**src/sv/ibsd_pkg.sv**
```systemverilog
// shared types and constants of the pixel binning block sum
`default_nettype none

package ibsd_pkg;

  // data widths
  localparam int unsigned PIX_W     = 32;
  localparam int unsigned SUM_W     = 48;
  localparam int unsigned COL_OUT_W = 12;
  localparam int unsigned ROW_W     = 16;
  localparam int unsigned DIM_W     = 16;
  localparam int unsigned FACT_W    = 9;
  localparam int unsigned DWID_W    = 13;
  localparam int unsigned SUB_W     = 8;

  // default accumulator row length and front-to-back queue depth
  localparam int unsigned DEF_MAX_DEST_WIDTH = 4096;
  localparam int unsigned QUEUE_DEPTH        = 4;

  // configuration port
  localparam int unsigned APB_ADDR_W = 5;
  localparam int unsigned APB_DATA_W = 32;

  // saturation limits of a sum
  localparam logic [SUM_W-1:0] SUM_MAX = {1'b0, {(SUM_W-1){1'b1}}};
  localparam logic [SUM_W-1:0] SUM_MIN = {1'b1, {(SUM_W-1){1'b0}}};

  // largest block factor
  localparam logic [FACT_W-1:0] FACT_MAX = 9'd256;

  // register indexes
  typedef enum logic [2:0] {
    REG_SRC_WIDTH   = 3'd0,
    REG_SRC_HEIGHT  = 3'd1,
    REG_FACTOR_X    = 3'd2,
    REG_FACTOR_Y    = 3'd3,
    REG_DEST_WIDTH  = 3'd4,
    REG_DEST_HEIGHT = 3'd5
  } ibsd_reg_e;

  // configuration registers
  typedef struct packed {
    logic [DIM_W-1:0]  src_width;
    logic [DIM_W-1:0]  src_height;
    logic [FACT_W-1:0] factor_x;
    logic [FACT_W-1:0] factor_y;
    logic [DWID_W-1:0] dest_width;
    logic [DIM_W-1:0]  dest_height;
  } ibsd_cfg_t;

  localparam ibsd_cfg_t CFG_RESET = '{
    src_width:   16'd1,
    src_height:  16'd1,
    factor_x:    9'd2,
    factor_y:    9'd2,
    dest_width:  13'd1,
    dest_height: 16'd1
  };

  // classification of one item from the front to the back
  typedef struct packed {
    logic emit;   // last pixel of its block
    logic first;  // first pixel of its block, accumulator starts from zero
    logic done;   // last block of the image
  } ibsd_flags_t;

endpackage

`default_nettype wire

```
**src/sv/ibsd_queue.sv**
```systemverilog
// short fifo between front and back
`default_nettype none

module ibsd_queue
  import ibsd_pkg::*;
#(
  parameter int unsigned QW = 8,
  localparam int unsigned PW = $clog2(QUEUE_DEPTH),
  localparam int unsigned CW = $clog2(QUEUE_DEPTH + 1)
) (
  input  wire logic          clk_i,
  input  wire logic          rst_ni,
  input  wire logic          push_i,
  input  wire logic [QW-1:0] data_i,
  input  wire logic          pop_i,
  output      logic [QW-1:0] data_o,
  output      logic          valid_o,
  output      logic          full_o
);

  logic [QW-1:0] slot_q [QUEUE_DEPTH];
  logic [PW-1:0] wptr_q, rptr_q;
  logic [CW-1:0] count_q;

  assign data_o  = slot_q[rptr_q];
  assign valid_o = count_q != '0;
  assign full_o  = count_q == CW'(QUEUE_DEPTH);

  // storage
  always_ff @(posedge clk_i) begin
    if (push_i) begin
      slot_q[wptr_q] <= data_i;
    end
  end

  // pointers and fill level
  always_ff @(posedge clk_i or negedge rst_ni) begin
    if (!rst_ni) begin
      wptr_q  <= '0;
      rptr_q  <= '0;
      count_q <= '0;
    end else begin
      if (push_i) begin
        wptr_q <= wptr_q + PW'(1);
      end
      if (pop_i) begin
        rptr_q <= rptr_q + PW'(1);
      end
      count_q <= count_q + CW'(push_i) - CW'(pop_i);
    end
  end

  // front never pushes into a full queue, back never pops an empty one
  a_no_overflow: assert property (@(posedge clk_i) disable iff (!rst_ni)
    push_i |-> !full_o)
    else $error("push into full queue");

  a_no_underflow: assert property (@(posedge clk_i) disable iff (!rst_ni)
    pop_i |-> valid_o)
    else $error("pop from empty queue");

  // fill level stays within the queue depth
  a_count_bound: assert property (@(posedge clk_i) disable iff (!rst_ni)
    count_q <= CW'(QUEUE_DEPTH))
    else $error("queue fill level out of range");

endmodule

`default_nettype wire

```
**config.mk**
```make
export PLATFORM = sky130hd
export DESIGN_NAME = ibsd_queue
export DESIGN_NICKNAME = d
export VERILOG_FILES = /design/src/sv/ibsd_pkg.sv /design/src/sv/ibsd_queue.sv
export SDC_FILE = /design/constraint.sdc
export NUM_CORES = 1
export LEC_CHECK = 0
export ABC_AREA = 1
export BUFFER_PORTS_ARGS = -buffer_cell sky130_fd_sc_hd__buf_2
export CORE_ASPECT_RATIO = 0.75
export CORE_MARGIN = 4
export CORE_UTILIZATION = 45
export DETAILED_ROUTE_END_ITERATION = 12
export HOLD_SLACK_MARGIN = 0.15
export SLEW_MARGIN = 0
export SYNTH_ARGS = -nofsm -noshare
export SYNTH_HDL_FRONTEND = slang
export SYNTH_SLANG_ARGS = --single-unit
```
**constraint.sdc**
```tcl
create_clock -name clk_i -period 4.4 [get_ports clk_i]
set_input_delay 0.22 -clock clk_i [delete_from_list [all_inputs] [get_ports clk_i]]
set_output_delay 0.22 -clock clk_i [all_outputs]
set_load 0.005 [all_outputs]
```
# After elaboration in Yosys (flattened, before gate mapping)
# Memories as Yosys holds them, arrays and structs flattened.
# Cells that the tools add are included.
[word_totals]
reg_bits = 7
mem_bits_rw = 32
input_bits = 12
out_inout_bits = 10
word_cells = 12
n_memories = 1
[classes]
n_addsub = 4
eq_ne = 1
n_mux = 2
n_reduce_logical = 1
[mem_list]
columns = ["name", "depth", "word_bits", "read_ports", "rd_ports_with_merged_regs", "wr", "line_no", "text"]
rows = [
  ["slot_q", 4, 8, 1, 0, 1, "ibsd_queue.sv:21", "logic [QW-1:0] slot_q [QUEUE_DEPTH];"],
]
[ops]
columns = ["op", "count"]
rows = [
  ["$add A2 B1 Y2 const B", 2],
  ["$add A3 B1 Y3", 1],
  ["$eq A3 B3 Y1 const B", 1],
  ["$reduce_bool A3 Y1", 1],
  ["$sub A3 B1 Y3", 1],
  ["$mux W1", 2],
]

# Longest topological paths before layout
[depth]
depth_word = 2
ltp_mapped = 10
depth_no_buf = 10

# Least setup slack after synthesis
# Ideal clock, no wire load.
[synth_timing]
kind = "flip-flop to flip-flop"
from = "register count_q[0]"
to = "register count_q[2]"
setup_ns = 0.116
t_arrival_ns = 1.424
t_required_ns = 4.284
slack_ns = 2.860
stages_incl_launch_ff = 10
path_buffers = 0
synth_period_minus_slack_ns = 1.540
path_cell_list = "dfrtp_1 inv_1 ha_1 inv_1 ha_1 fa_1 inv_1 nand2_1 nand3_1 nand2_1"
[synth_via]
elab_chain_cells = 2
[synth_rtl]
columns = ["item", "line_no", "text"]
rows = [
  ["start, declared", "ibsd_queue.sv:23", "logic [CW-1:0] count_q;"],
  ["start signal, assigned", "ibsd_queue.sv:49", "count_q <= count_q + CW'(push_i) - CW'(pop_i);"],
  ["$add A3 B1 Y3", "ibsd_queue.sv:49", ""],
  ["$sub A3 B1 Y3", "ibsd_queue.sv:49", ""],
]
# No other way between the ends.
# A chain may end at the register's enable or synchronous reset.

# Final worst setup path
[layout_timing]
from = "input port pop_i"
to = "register count_q[2]"
[layout_via]
elab_chain_cells = 1
[layout_rtl]
columns = ["item", "line_no", "text"]
rows = [
  ["start, declared", "ibsd_queue.sv:15", "input wire logic pop_i,"],
  ["$sub A3 B1 Y3", "ibsd_queue.sv:49", ""],
]
# No other way between the ends.

==> summary by stage <==
Run status
The flow ran to the end, and the final reports show no timing, DRC or antenna violations.

Logic synthesis
The synthesized netlist net count is 190. The post-synthesis cell type count is 17. Of all flip-flops after synthesis, the portion carrying an async set or reset was 17.9%. The share of the Yosys chip area taken by registers is 63.1%. The synthesis warning total is 0. Sorting the synthesized cells by how often they occur yields sky130_fd_sc_hd__inv_1 (44), sky130_fd_sc_hd__nand2_1 (43), sky130_fd_sc_hd__edfxtp_1 (32), sky130_fd_sc_hd__nand3_1 (18), sky130_fd_sc_hd__nand2_2 (8). After synthesis, the cell types taking the most area are sky130_fd_sc_hd__edfxtp_1 (53%), sky130_fd_sc_hd__dfrtp_1 (9.7%), sky130_fd_sc_hd__inv_1 (9.2%), sky130_fd_sc_hd__nand2_1 (9.0%), sky130_fd_sc_hd__nand3_1 (5.0%). The cell type with the largest total area after synthesis is sky130_fd_sc_hd__edfxtp_1. After synthesis, the largest area contributor takes up 53.4% of total cell area. Yosys mapped a number of flops with a built-in enable equal to 32. The dominant cell by count in the synthesized netlist is sky130_fd_sc_hd__inv_1. For this run, the leading register cell type out of synthesis is sky130_fd_sc_hd__edfxtp_1. After synthesis the cells add up to 1800 um^2. The cell count after synthesis came out at 171. A synthesized cell averages 10.5 um^2. In this run, synthesis produced a sequential element count of 39.

Die
Once the floorplan was initialized, standard cells occupied 47.9% of the core. In this run the horizontal extent of the chip is 81.0 um. The area of the placeable core is 3760 um^2. The number of rows in the core area is 19. In this run the vertical extent of the chip is 62.8 um.

The I/O pin count is 22. The die covers 5080 um^2.

Route
The total number of vias is 1111. The number of DRC violations after detailed routing is 0. The detail route stage leaves a number of antenna-violating nets equal to 0. The final routed wirelength across all metal layers is 3000 um. The count of routing violations after the opening detailed-route iteration is 34.

The via-per-instance ratio is 4.36. The pre-antenna-repair detailed-routing pass consisted of 4 iterations. Dividing the detail-routed wire length by the instance count gives 11.7 um.

STA
Setup repair after global routing left no endpoint under its margin. Headroom to the max-slew limit came out at 52.4%. The routed design could run at a clock period as short as 1.91 ns. Derived from the worst setup path, the maximum achievable clock frequency is 524 MHz. Setup violations remaining at the end of the flow were counted as 0. The total count of max-transition violations in the final report came to 0. The final number of hold-violating endpoints was 0. The fraction of the cycle the final worst path needs is 43.4%. The worst clock skew is 0.00455 ns.

The slew at the pin with the worst max-slew slack is 0.714 ns. After routing, the total negative slack on setup checks comes to 0 ns.

Global route
After global routing the overflow that remains totals 0. The via count of the first global-routing pass is 1063. Global routing used 13.2% of the available tracks across all layers. Entering global routing, the biggest net connects 20 pins.

The initial antenna violation count was 0. The global-route wire length before repair is 4860 um.

Place
The placed cell area is 1920 um^2. During placement, the flow inserted port buffers numbering 21. The final weighted congestion in routability-driven placement is 0.686. The HPWL after detailed placement is 2030 um.

Min path
The sink of the worst hold path is slot_q[0][4]. In this run the most critical hold path is launched from data_i[4]. The worst hold path belongs to the class input port to flip-flop. The number of cells on the worst hold path is 1.

Clock network
The cell at the root of the clock tree is sky130_fd_sc_hd__clkbuf_8. In this run the deepest clock path goes through 2 buffers. The level count of the clock H-tree is 2.

The CTS tree is yes. The total CTS buffers is 5. Clock tree synthesis found a total of 39 sinks.

The post-cts sizing count is 0. The clock insertion delay at the later pin of the skew report is 0.29 ns. The hold buffer count at CTS is 8. The post-CTS setup-driven buffer insertion count is 0.

The clock transition time at the flip-flop clock pins of the worst setup and hold paths is 0.07 ns.

Layout
The repair_antennas step left the layout with diodes totalling 0. The share of layout cells above drive strength 1 is 17.7%. The register area is 1140 um^2. The fill cell instance count of the final layout is 357.

The post-layout instance area is 2080 um^2. The multi-input combinational cell area is 433 um^2. Relative to the synthesized area, the layout overhead comes to 15.4%. The net count of the finished layout is 221.

Setup path
For the worst setup path, the data required time is 4.58 ns. The worst-case reg-to-reg path depth is 9. Of all nets on the critical path, the largest fanout is 3. In this run the register-to-register setup slack is 2.72 ns.

The critical setup path kind is input port to flip-flop. The startpoint identified for the worst register-to-register timing path is count_q[0]. The nature of the critical path startpoint is an input port.

The worst setup path is captured at a flip-flop. The data arrival time of the critical path is 2.09 ns. The reg-to-reg critical path endpoint is count_q[2].

Power and ir drop
For this design the static power due to leakage is 1.02 nW. VDD sags by at most 0.296 mV. The total power density per cell area is 576 nW/um^2.

Job
The max capacitance violation total is 0.
-- worst max-delay path, stage by stage --
cell and delay (ns):
sky130_fd_sc_hd__dlygate4sd3_1 0.55, sky130_fd_sc_hd__buf_2 0.15, sky130_fd_sc_hd__ha_1 0.27, sky130_fd_sc_hd__inv_1 0.04, sky130_fd_sc_hd__ha_1 0.18, sky130_fd_sc_hd__fa_1 0.38, sky130_fd_sc_hd__inv_1 0.08, sky130_fd_sc_hd__nand2_1 0.07
sky130_fd_sc_hd__nand3_1 0.09, sky130_fd_sc_hd__nand2_1 0.06
-- cell families (layout without fill, tap and decap cells) --
kind of cell	after synthesis	count (layout)	synth area share [%]
buffers and inverters	51	83	12.8
XOR/XNOR	3	3	1.46
flip-flops	39	39	63.1
adder cells (fa/ha/maj)	7	7	5.29
AO/OA/AOI/OAI	1	1	0.278
AND/OR/NAND/NOR	70	70	17.0
-- stage by stage --
stage	instances	hold WS [ns]	utilization (%)	total power, mW	worst slack, ns
final	255	0.159	55.3	1.20	2.49
after CTS	255	0.151	55.3	1.21	2.52
after floorplan	171	-0.0756	-	0.876	2.86
after global routing	255	0.157	55.3	1.30	2.38
after detailed placement	239	0.0678	51.0	0.989	2.73
after global placement	239	0.0618	51.0	0.964	2.84
-- power breakdown --
part	total (mW)	leakage, nW	internal, mW	switching, mW
logic	0.406	0.606	0.162	0.244
registers	0.573	0.376	0.495	0.0774
clock network	0.218	0.0403	0.108	0.110
-- per-layer routing --
metal	share of wire [%]	vias up	GRT usage (%)
li1	-	583	-
met1	45	498	16.0
met2	48	23	20.6
met3	5.1	7	4.47
met4	2.1	0	6.96
met5	0	-	0
-- cell usage in the layout, fill, tap and decap left out --
| cell type | count |
|---|---|
| sky130_fd_sc_hd__inv_6 | 1 |
| sky130_fd_sc_hd__edfxtp_1 | 32 |
| sky130_fd_sc_hd__nor3_1 | 1 |
| sky130_fd_sc_hd__dlygate4sd3_1 | 8 |
| sky130_fd_sc_hd__nand2_2 | 8 |
| sky130_fd_sc_hd__inv_1 | 44 |
| sky130_fd_sc_hd__clkbuf_1 | 1 |
| sky130_fd_sc_hd__nand3_1 | 18 |
| sky130_fd_sc_hd__buf_2 | 21 |
| sky130_fd_sc_hd__fa_1 | 1 |
| sky130_fd_sc_hd__nand2_1 | 43 |
| sky130_fd_sc_hd__xor2_1 | 3 |
| sky130_fd_sc_hd__inv_2 | 1 |
| sky130_fd_sc_hd__ha_1 | 6 |
| sky130_fd_sc_hd__o21ai_0 | 1 |
| sky130_fd_sc_hd__dfrtp_1 | 7 |
| sky130_fd_sc_hd__clkbuf_8 | 5 |
| sky130_fd_sc_hd__clkinv_1 | 2 |
-- worst max path at each step --
| stage | from | endpoint | slack, ns | depth (start not counted) |
|---|---|---|---|---|
| floorplan | count_q[0] | count_q[2] | 2.86 | 9 |
| global placement | count_q[0] | count_q[2] | 2.84 | 9 |
| detailed placement | count_q[0] | count_q[2] | 2.73 | 9 |
| CTS | pop_i | count_q[2] | 2.52 | 10 |
| global route | pop_i | count_q[2] | 2.38 | 10 |
| finish | pop_i | count_q[2] | 2.49 | 10 |
-- registers in the layout (all words and copies together) (netlist names) --
register	flops
slot_q	32
count_q	3
rptr_q	2
wptr_q	2
-- area by class of cell --
type / instances / share of cell area (%)
Clock inverter: 2 / 0.361
Tap cell: 52 / 3.13
Timing Repair Buffer: 29 / 8.92
Clock buffer: 6 / 3.49
Sequential cell: 39 / 54.7
Multi-Input combinational cell: 81 / 20.8
Inverter: 46 / 8.55
Power figures use the tool's default switching activity.
