File: src/sv/ibsd_pkg.sv
// shared types and constants of the pixel binning block sum
`default_nettype none

package ibsd_pkg;

  // data widths
  localparam int unsigned PIX_W     = 32;
  localparam int unsigned SUM_W     = 48;
  localparam int unsigned COL_OUT_W = 12;
  localparam int unsigned ROW_W     = 16;
  localparam int unsigned DIM_W     = 16;
  localparam int unsigned FACT_W    = 9;
  localparam int unsigned DWID_W    = 13;
  localparam int unsigned SUB_W     = 8;

  // default accumulator row length and front-to-back queue depth
  localparam int unsigned DEF_MAX_DEST_WIDTH = 4096;
  localparam int unsigned QUEUE_DEPTH        = 4;

  // configuration port
  localparam int unsigned APB_ADDR_W = 5;
  localparam int unsigned APB_DATA_W = 32;

  // saturation limits of a sum
  localparam logic [SUM_W-1:0] SUM_MAX = {1'b0, {(SUM_W-1){1'b1}}};
  localparam logic [SUM_W-1:0] SUM_MIN = {1'b1, {(SUM_W-1){1'b0}}};

  // largest block factor
  localparam logic [FACT_W-1:0] FACT_MAX = 9'd256;

  // register indexes
  typedef enum logic [2:0] {
    REG_SRC_WIDTH   = 3'd0,
    REG_SRC_HEIGHT  = 3'd1,
    REG_FACTOR_X    = 3'd2,
    REG_FACTOR_Y    = 3'd3,
    REG_DEST_WIDTH  = 3'd4,
    REG_DEST_HEIGHT = 3'd5
  } ibsd_reg_e;

  // configuration registers
  typedef struct packed {
    logic [DIM_W-1:0]  src_width;
    logic [DIM_W-1:0]  src_height;
    logic [FACT_W-1:0] factor_x;
    logic [FACT_W-1:0] factor_y;
    logic [DWID_W-1:0] dest_width;
    logic [DIM_W-1:0]  dest_height;
  } ibsd_cfg_t;

  localparam ibsd_cfg_t CFG_RESET = '{
    src_width:   16'd1,
    src_height:  16'd1,
    factor_x:    9'd2,
    factor_y:    9'd2,
    dest_width:  13'd1,
    dest_height: 16'd1
  };

  // classification of one item from the front to the back
  typedef struct packed {
    logic emit;   // last pixel of its block
    logic first;  // first pixel of its block, accumulator starts from zero
    logic done;   // last block of the image
  } ibsd_flags_t;

endpackage

`default_nettype wire

File: src/sv/ibsd_pix_if.sv
// source pixel channel
`default_nettype none

interface ibsd_pix_if
  import ibsd_pkg::*;
();
  logic                    valid;
  logic                    ready;
  logic signed [PIX_W-1:0] pixel_value;

  modport source (output valid, output pixel_value, input ready);
  modport sink   (input valid, input pixel_value, output ready);
endinterface

`default_nettype wire

File: src/sv/ibsd_front.sv
// front end: raster counters, block classification and drop of outside pixels
`default_nettype none

module ibsd_front
  import ibsd_pkg::*;
#(
  parameter int unsigned MAX_DEST_WIDTH = DEF_MAX_DEST_WIDTH,
  parameter int unsigned QW = 8,
  localparam int unsigned AW = (MAX_DEST_WIDTH > 1) ? $clog2(MAX_DEST_WIDTH) : 1
) (
  input  wire logic       clk_i,
  input  wire logic       rst_ni,
  input  wire ibsd_cfg_t  cfg_i,
  input  wire logic       restart_i,
  ibsd_pix_if.sink        pix,
  input  wire logic       q_full_i,
  output      logic       q_push_o,
  output      logic [QW-1:0] q_data_o
);

  localparam logic [DIM_W:0] MAX_DW = (DIM_W+1)'(MAX_DEST_WIDTH);

  logic [DIM_W-1:0] scol_q, scol_d, srow_q, srow_d;
  logic [SUB_W-1:0] subc_q, subc_d, subr_q, subr_d;
  logic [DIM_W-1:0] bcol_q, bcol_d, brow_q, brow_d;

  logic [DIM_W-1:0]  sw, sh, dh;
  logic [DIM_W:0]    dw;
  logic [FACT_W-1:0] fx, fy;
  logic              scol_last, srow_last, subc_last, subr_last;
  logic              col_last, row_last, in_dest, accept;
  ibsd_flags_t       flags;

  // effective configuration
  always_comb begin
    sw = (cfg_i.src_width == '0) ? DIM_W'(1) : cfg_i.src_width;
    sh = (cfg_i.src_height == '0) ? DIM_W'(1) : cfg_i.src_height;
    dh = (cfg_i.dest_height == '0) ? DIM_W'(1) : cfg_i.dest_height;
    dw = (cfg_i.dest_width == '0) ? (DIM_W+1)'(1) : (DIM_W+1)'(cfg_i.dest_width);
    if (dw > MAX_DW) begin
      dw = MAX_DW;
    end
    fx = (cfg_i.factor_x == '0) ? FACT_W'(1) :
         (cfg_i.factor_x > FACT_MAX) ? FACT_MAX : cfg_i.factor_x;
    fy = (cfg_i.factor_y == '0) ? FACT_W'(1) :
         (cfg_i.factor_y > FACT_MAX) ? FACT_MAX : cfg_i.factor_y;
  end

  // position tests
  always_comb begin
    scol_last = ({1'b0, scol_q} + 17'd1) >= {1'b0, sw};
    srow_last = ({1'b0, srow_q} + 17'd1) >= {1'b0, sh};
    subc_last = ({1'b0, subc_q} + 9'd1) >= fx;
    subr_last = ({1'b0, subr_q} + 9'd1) >= fy;
    col_last  = subc_last || scol_last;
    row_last  = subr_last || srow_last;
    in_dest   = ({1'b0, bcol_q} < dw) && (brow_q < dh);
    flags.emit  = col_last && row_last;
    flags.first = (subc_q == '0) && (subr_q == '0);
    flags.done  = (scol_last || (({1'b0, bcol_q} + 17'd1) >= dw)) &&
                  (srow_last || (({1'b0, brow_q} + 17'd1) >= {1'b0, dh}));
  end

  assign pix.ready = !q_full_i;
  assign accept    = pix.valid && pix.ready;
  assign q_push_o  = accept && in_dest;
  assign q_data_o  = {pix.pixel_value, AW'(bcol_q), brow_q, flags};

  // raster advance
  always_comb begin
    scol_d = scol_q;
    srow_d = srow_q;
    subc_d = subc_q;
    subr_d = subr_q;
    bcol_d = bcol_q;
    brow_d = brow_q;
    if (restart_i) begin
      scol_d = '0; srow_d = '0; subc_d = '0; subr_d = '0; bcol_d = '0; brow_d = '0;
    end else if (accept) begin
      if (scol_last) begin
        scol_d = '0;
        subc_d = '0;
        bcol_d = '0;
        if (srow_last) begin
          srow_d = '0;
          subr_d = '0;
          brow_d = '0;
        end else begin
          srow_d = srow_q + DIM_W'(1);
          if (subr_last) begin
            subr_d = '0;
            brow_d = brow_q + DIM_W'(1);
          end else begin
            subr_d = subr_q + SUB_W'(1);
          end
        end
      end else begin
        scol_d = scol_q + DIM_W'(1);
        if (subc_last) begin
          subc_d = '0;
          bcol_d = bcol_q + DIM_W'(1);
        end else begin
          subc_d = subc_q + SUB_W'(1);
        end
      end
    end
  end

  // counter registers
  always_ff @(posedge clk_i or negedge rst_ni) begin
    if (!rst_ni) begin
      scol_q <= '0; srow_q <= '0; subc_q <= '0; subr_q <= '0; bcol_q <= '0; brow_q <= '0;
    end else begin
      scol_q <= scol_d; srow_q <= srow_d; subc_q <= subc_d;
      subr_q <= subr_d; bcol_q <= bcol_d; brow_q <= brow_d;
    end
  end

endmodule

`default_nettype wire

File: src/flat_wrapper.sv
// flat-port wrapper written by rule: the top's interface ports become plain ports
module ibsd_front_flat import ibsd_pkg::*;
#(
  parameter int unsigned MAX_DEST_WIDTH = DEF_MAX_DEST_WIDTH,
  parameter int unsigned QW = 8,
  localparam int unsigned AW = (MAX_DEST_WIDTH > 1) ? $clog2(MAX_DEST_WIDTH) : 1
)
  (clk_i, rst_ni, cfg_i, restart_i, q_full_i, q_push_o, q_data_o, pix_valid, pix_pixel_value, pix_ready);
  ibsd_pix_if pix_i ();
  input  wire logic clk_i;
  input  wire logic rst_ni;
  input  wire ibsd_cfg_t cfg_i;
  input  wire logic restart_i;
  input  wire logic q_full_i;
  output      logic q_push_o;
  output      logic [QW-1:0] q_data_o;
  input wire logic [$bits(pix_i.valid)-1:0] pix_valid;
  input wire logic [$bits(pix_i.pixel_value)-1:0] pix_pixel_value;
  output wire logic [$bits(pix_i.ready)-1:0] pix_ready;
  assign pix_i.valid = pix_valid;
  assign pix_i.pixel_value = pix_pixel_value;
  assign pix_ready = pix_i.ready;
  ibsd_front #(.MAX_DEST_WIDTH(MAX_DEST_WIDTH), .QW(QW)) u_core (.clk_i(clk_i), .rst_ni(rst_ni), .cfg_i(cfg_i), .restart_i(restart_i), .pix(pix_i), .q_full_i(q_full_i), .q_push_o(q_push_o), .q_data_o(q_data_o));
endmodule
File: config.mk
export PLATFORM = sky130hd
export DESIGN_NAME = ibsd_front_flat
export DESIGN_NICKNAME = d
export VERILOG_FILES = /design/src/sv/ibsd_pkg.sv /design/src/sv/ibsd_pix_if.sv /design/src/sv/ibsd_front.sv /design/src/flat_wrapper.sv
export SDC_FILE = /design/constraint.sdc
export NUM_CORES = 1
export LEC_CHECK = 0
export BUFFER_PORTS_ARGS = -buffer_cell sky130_fd_sc_hd__buf_2
export CAP_MARGIN = 30
export CORE_MARGIN = 2
export CORE_UTILIZATION = 37
export CTS_BUF_LIST = sky130_fd_sc_hd__clkbuf_4 sky130_fd_sc_hd__clkbuf_8
export CTS_CLUSTER_DIAMETER = 50
export DETAILED_ROUTE_END_ITERATION = 8
export PLACE_DENSITY = 0.6
export REMOVE_ABC_BUFFERS = 1
export SYNTH_ARGS = -nofsm -noshare
export SYNTH_HDL_FRONTEND = slang
export SYNTH_SLANG_ARGS = --single-unit
File: constraint.sdc
create_clock -name clk_i -period 7.08 [get_ports clk_i]
set_input_delay 2.124 -clock clk_i [delete_from_list [all_inputs] [get_ports clk_i]]
set_output_delay 2.124 -clock clk_i [all_outputs]
set_load 0.005 [all_outputs]
Word-level counts from Yosys, hierarchy flattened. Cells that the tools add are included.

Add/subtract/negate cells: 12. Order comparisons: 11. Mux-type cells: 34. Reduce and logical (&&, ||, !) cells: 26.

Operators with widths (number): 16-bit 2-to-1 mux (19); 8-bit 2-to-1 mux (9); 16-bit by 1-bit adder with 17-bit output (second input constant) (4); 16-bit by 1-bit adder with 16-bit output (second input constant) (4); 17-bit by 16-bit >= comparator with 1-bit output (3); 16-bit logical NOT (3); 9-bit 2-to-1 mux (4); 8-bit by 1-bit adder with 9-bit output (second input constant) (2); 9-bit >= comparator (2); 9-bit > comparator (second input constant) (2); 9-bit logical NOT (2); 17-bit >= comparator (1); 17-bit by 13-bit > comparator with 1-bit output (second input constant) (1); 16-bit by 17-bit < comparator with 1-bit output (1); 17-bit 2-to-1 mux (1); 8-bit by 1-bit adder with 8-bit output (second input constant) (2); 8-bit logical NOT (2); 16-bit < comparator (1); 13-bit logical NOT (1); 13-bit 2-to-1 mux (1); 1-bit logical AND (6); 3-bit nonzero test (2); 1-bit logical OR (4); 2-bit AND reduction (2); other kinds (3) (4).

Register bits after elaboration: 80. Bits of input ports: 116. Output and inout bits: 10. Word-level logic and storage cells: 89.

Depth between registers and ports, before layout.
Depth after elaboration: 9. Gate-level depth with buffers: 16. Gate-level depth less buffers: 14.

Worst setup path before layout. No wires, ideal clock.

Path kind: input port to output port. Start point: in cfg_i[72] (netlist name). End point: out q_data_o[0]. Arrival: 4.232 ns. Data required time: 4.956 ns. Path slack: 0.724 ns. Stages: 11. Buffers on the path: 2. Cells stage by stage: nor4_1 a41o_1 ha_1 nand4_1 o41ai_1 a22o_4 or4_1 buf_4 buf_6 a311oi_1 a41oi_1.

Longest elaborated chain between the ends: 5.

Ends and longest elaborated chain: start, declared (RTL line flat_wrapper.sv:12) `input wire ibsd_cfg_t cfg_i;`; 16-bit logical NOT (RTL line ibsd_front.sv:36) `sw = (cfg_i.src_width == '0) ? DIM_W'(1) : cfg_i.src_width;`; 16-bit 2-to-1 mux (*) (RTL line ibsd_front.sv:36); 17-bit by 16-bit >= comparator with 1-bit output (*) (RTL line ibsd_front.sv:51) `scol_last = ({1'b0, scol_q} + 17'd1) >= {1'b0, sw};`; 1-bit logical OR (*) (RTL line ibsd_front.sv:60) `flags.done = (scol_last || (({1'b0, bcol_q} + 17'd1) >= dw)) &&`; 1-bit logical AND (*) (RTL line ibsd_front.sv:60); end, declared (RTL line flat_wrapper.sv:16) `output logic [QW-1:0] q_data_o;`.

Mark *: on every way between the ends. The rest lies on a longest branch, timed or not.

Worst setup path in the final report. Same ends and word-level chain as after synthesis.

==> results by group <==
STA
  • Final Setup Violations: 0
  • Max-Slew Margin vs Limit: 0.383
  • Hold_ws: 497 ps
  • Hold violation total from the final report: 0
  • Worst slew pin tran: a little over 900 ps
  • Peak Freq: 146 MHz
  • Final Max Tran Viols: 0
  • Post-Route Skew: 15.2 ps
  • Post-layout minimum cycle time: 6860 ps
  • Part of the cycle the worst path needs: 0.970
  • Final WS setup: 216 ps
  • RSZ-0062 raised after global routing: false
  • Sum Neg Setup Slack: 0 ps

Synth
  • Largest area contributor in the netlist: sky130_fd_sc_hd__dfrtp_1
  • Number of synthesis warnings: 0
  • Library cells used by synthesis: 65
  • Sequential fraction of the synthesis area: 0.257
  • Number of storage elements in the synthesis netlist: 80
  • Fraction of post-synthesis cell area in the top cell type by area: 0.257
  • Mean post-synth cell area: just over 8 um2
  • Synthesized instance count: 953
  • Async S/R FF share, synth: 1.00
  • Cell area after synthesis: 0.00778 mm2
  • Dominant register cell in the synthesized netlist: sky130_fd_sc_hd__dfrtp_1
  • Number of synthesized flops with an enable pin: 0
  • Top post-synthesis cells by area: sky130_fd_sc_hd__dfrtp_1 (26%), sky130_fd_sc_hd__ha_1 (19%), sky130_fd_sc_hd__a21oi_1 (4.9%), sky130_fd_sc_hd__nand3_1 (4.6%), sky130_fd_sc_hd__nand2_1 (4.4%)

CTS
  • Clock Sinks: 80
  • Clk slew on worst S/H paths: 90 ps
  • Number of buffers inserted by hold repair at cts: 0
  • TritonCTS clock tree: yes
  • Setup repair bufs after CTS: 0
  • Clock insertion delay at the later pin of the skew report: around 380 ps
  • H-tree depth: 3
  • Buffer depth of the longest clock path: 2
  • Post_cts resized: 0
  • Number of buffers created by CTS: 9
  • Clock root buffer: sky130_fd_sc_hd__clkbuf_8

Floorplan
  • Top Ports: 126
  • Standard-cell row count: 53
  • Width of the chip: 149 um
  • Floorplan die height: 149 um
  • Die area: approximately 0.022 mm2
  • Core area: between 0.02 and 0.025 mm2
  • Initial core utilization: 0.374

Cells and area
  • NumNets Final: 1,259
  • Antenna diode count: 0
  • Final cell count without fillers: 1,307
  • Core utilization of the finished layout: 0.418
  • Growth of design area from synthesis to finish: 11.8%
  • Fraction of layout cells with a size suffix above 1: 0.139
  • Leading cell types in the layout, fill and taps excluded: sky130_fd_sc_hd__ha_1 (116), sky130_fd_sc_hd__nand2_1 (92), sky130_fd_sc_hd__buf_2 (92), sky130_fd_sc_hd__dfrtp_1 (80), sky130_fd_sc_hd__a21oi_1 (76)
  • Non-Filler Cell Area, Final: 0.00870 mm2
  • Most frequent standard cell in the layout excluding fill and tap cells: sky130_fd_sc_hd__ha_1

Pwr
  • Net switching component of the power: 0.317 mW
  • Cell internal power dissipation: 0.722 mW
  • Maximum vdd ir drop: a little over 0.08 mV
  • Post-layout power: 1.04 mW
  • Share of total power consumed by net switching: 0.305
  • Total leakage power: 4.29 nW
  • Part of the total power dissipated in the clock network: 0.344
  • Pwr dens: 120 mW/mm2
  • Portion of total power attributed to sequential cells: 0.459
  • Share of total power in combinational logic: 0.197

Setup path
  • CP Depth: 11
  • Max stage delay cell, worst path: sky130_fd_sc_hd__or4_1
  • Crit end category: output port
  • Data arrival at the endpoint of the critical path: 4740 ps
  • Class of the most critical setup path: primary input to output port
  • Critical-path cell list: buf_2, nor4_1, a41o_1, ha_1, nand4_1, o41ai_1, a22o_4, or4_1, a311oi_1, a41oi_1, buf_2
  • Number of cells traversed by the worst register-to-register path: 13
  • Delay contributed by the slowest stage of the critical path: about 570 ps
  • Crit path max-delay family: compound AO/OA/AOI/OAI gates
  • Cell type with the highest occurrence count on the critical path: sky130_fd_sc_hd__buf_2
  • Biggest fanout along the worst timing path: 3
  • Data required time at the worst endpoint: 4960 ps
  • Bufs and invs on worst path: 2
  • Critical path startpoint category: primary input

Routing
  • Remaining routing DRC violations: 0
  • Routed wirelength normalized by instance count: 15.4 um
  • Residual antenna-violating net count after detailed routing: 0
  • Via total after detailed routing: 7,126
  • 1st-iter DRT viols: 451
  • Final WL: 20.1 mm
  • Drt pass-1 iters: 5
  • Vias per Instance: 5.45

Min path
  • Number of cells traversed by the worst hold path: 2
  • Worst min-delay path category: flop to flop

Run status
  • Result of the run: finished clean

Place
  • Placed instance area: 0.00850 mm2
  • Detailed Place HPWL: 15.4 mm
  • Post-Place Worst Slack: between 200 and 250 ps
  • Global placement routability congestion: 0.862
  • # placed instances: 1,291
  • Number of buffers added on ports: 93

GRT
  • Total GRT Usage: 0.189
  • Wire length of the first global-routing pass: 34.5 mm
  • Antenna violations before repair: 0
  • Number of global-route vias before repair: 6,960
  • GR Overflow Total: 0
  • Pin count of the biggest net entering global routing: 58

Job
  • Reported max-cap violation count: 0
==> Yosys cell counts (5+ instances only) <==
| cell | count |
|---|---|
| sky130_fd_sc_hd__o21a_1 | 10 |
| sky130_fd_sc_hd__nand3_1 | 72 |
| sky130_fd_sc_hd__inv_1 | 70 |
| sky130_fd_sc_hd__a21oi_1 | 76 |
| sky130_fd_sc_hd__nor2b_1 | 10 |
| sky130_fd_sc_hd__dfrtp_1 | 80 |
| sky130_fd_sc_hd__xor2_1 | 25 |
| sky130_fd_sc_hd__or3_1 | 7 |
| sky130_fd_sc_hd__nand2_1 | 92 |
| sky130_fd_sc_hd__nor4_1 | 22 |
| sky130_fd_sc_hd__o21ai_0 | 53 |
| sky130_fd_sc_hd__nand2b_1 | 6 |
| sky130_fd_sc_hd__o41ai_1 | 5 |
| sky130_fd_sc_hd__nand4b_1 | 6 |
| sky130_fd_sc_hd__o31ai_1 | 8 |
| sky130_fd_sc_hd__xnor2_1 | 38 |
| sky130_fd_sc_hd__and3_1 | 26 |
| sky130_fd_sc_hd__a21o_1 | 10 |
| sky130_fd_sc_hd__o21ai_1 | 21 |
| sky130_fd_sc_hd__ha_1 | 116 |
| sky130_fd_sc_hd__nor2_1 | 35 |
| sky130_fd_sc_hd__nor3_1 | 16 |
| sky130_fd_sc_hd__nand3b_1 | 7 |
| sky130_fd_sc_hd__nand4_1 | 21 |
| sky130_fd_sc_hd__clkbuf_1 | 32 |
| sky130_fd_sc_hd__a32o_1 | 9 |
| sky130_fd_sc_hd__buf_4 | 6 |
==> layer usage <==
layer,up-vias,GRT usage,share of wire
met5,-,0,0
met4,0,0.0319,0.0082
met3,14,0.0330,0.044
met2,153,0.319,0.47
met1,3346,0.257,0.48
li1,3613,-,-
==> power groups by stage <==
stage | sequential [mW] | clock [mW] | combinational (mW)
2_1_floorplan | 0.483 | 0 | 0.115
3_3_place_gp | 0.486 | 0 | 0.203
3_5_place_dp | 0.486 | 0 | 0.207
4_1_cts | 0.477 | 0.370 | 0.208
5_1_grt | 0.480 | 0.389 | 0.238
6_report | 0.477 | 0.358 | 0.205
==> final cells by class <==
| type | count | area (um2) |
|---|---|---|
| Fill cell | 2154 | 12100 |
| Multi-Input combinational cell | 755 | 5290 |
| Sequential cell | 80 | 2000 |
| Timing Repair Buffer | 109 | 588 |
| Tap cell | 275 | 344 |
| Inverter | 72 | 270 |
| Clock buffer | 11 | 145 |
| Clock inverter | 5 | 56.3 |
==> registers in the layout, summed over array words and instances (netlist names) <==
register	flops
u_core.subc_q	8
u_core.scol_q	16
u_core.subr_q	8
u_core.bcol_q	16
u_core.srow_q	16
u_core.brow_q	16
==> logic make-up after synthesis <==
family,count (synthesis),synth area share
buf+inv,118,0.0632
simple gates,342,0.231
fa+ha+maj,116,0.186
xor+xnor,63,0.0709
flops,80,0.257
compound gates,233,0.190
mux,1,0.00129
==> final timing paths <==
check	start	end	slack, ps
worst max-delay path	cfg_i[72]	q_data_o[0]	220
worst min-delay path	u_core.srow_q[15]	u_core.srow_q[15]	500
worst max register to register	u_core.scol_q[2]	u_core.subr_q[6]	2820
worst min register to register	u_core.srow_q[15]	u_core.srow_q[15]	500
max in group asynchronous	rst_ni	u_core.scol_q[12]	4350
min in group asynchronous	rst_ni	u_core.subc_q[6]	1640
==> worst register-to-register path: cells and delay by family, from the launching register on <==
family	cells	cell delay (ps)
xor+xnor	1	90
simple gates	7	2130
buf+inv	1	280
flops	1	480
fa+ha+maj	1	310
compound gates	3	890
Power figures use the tool's default switching activity.
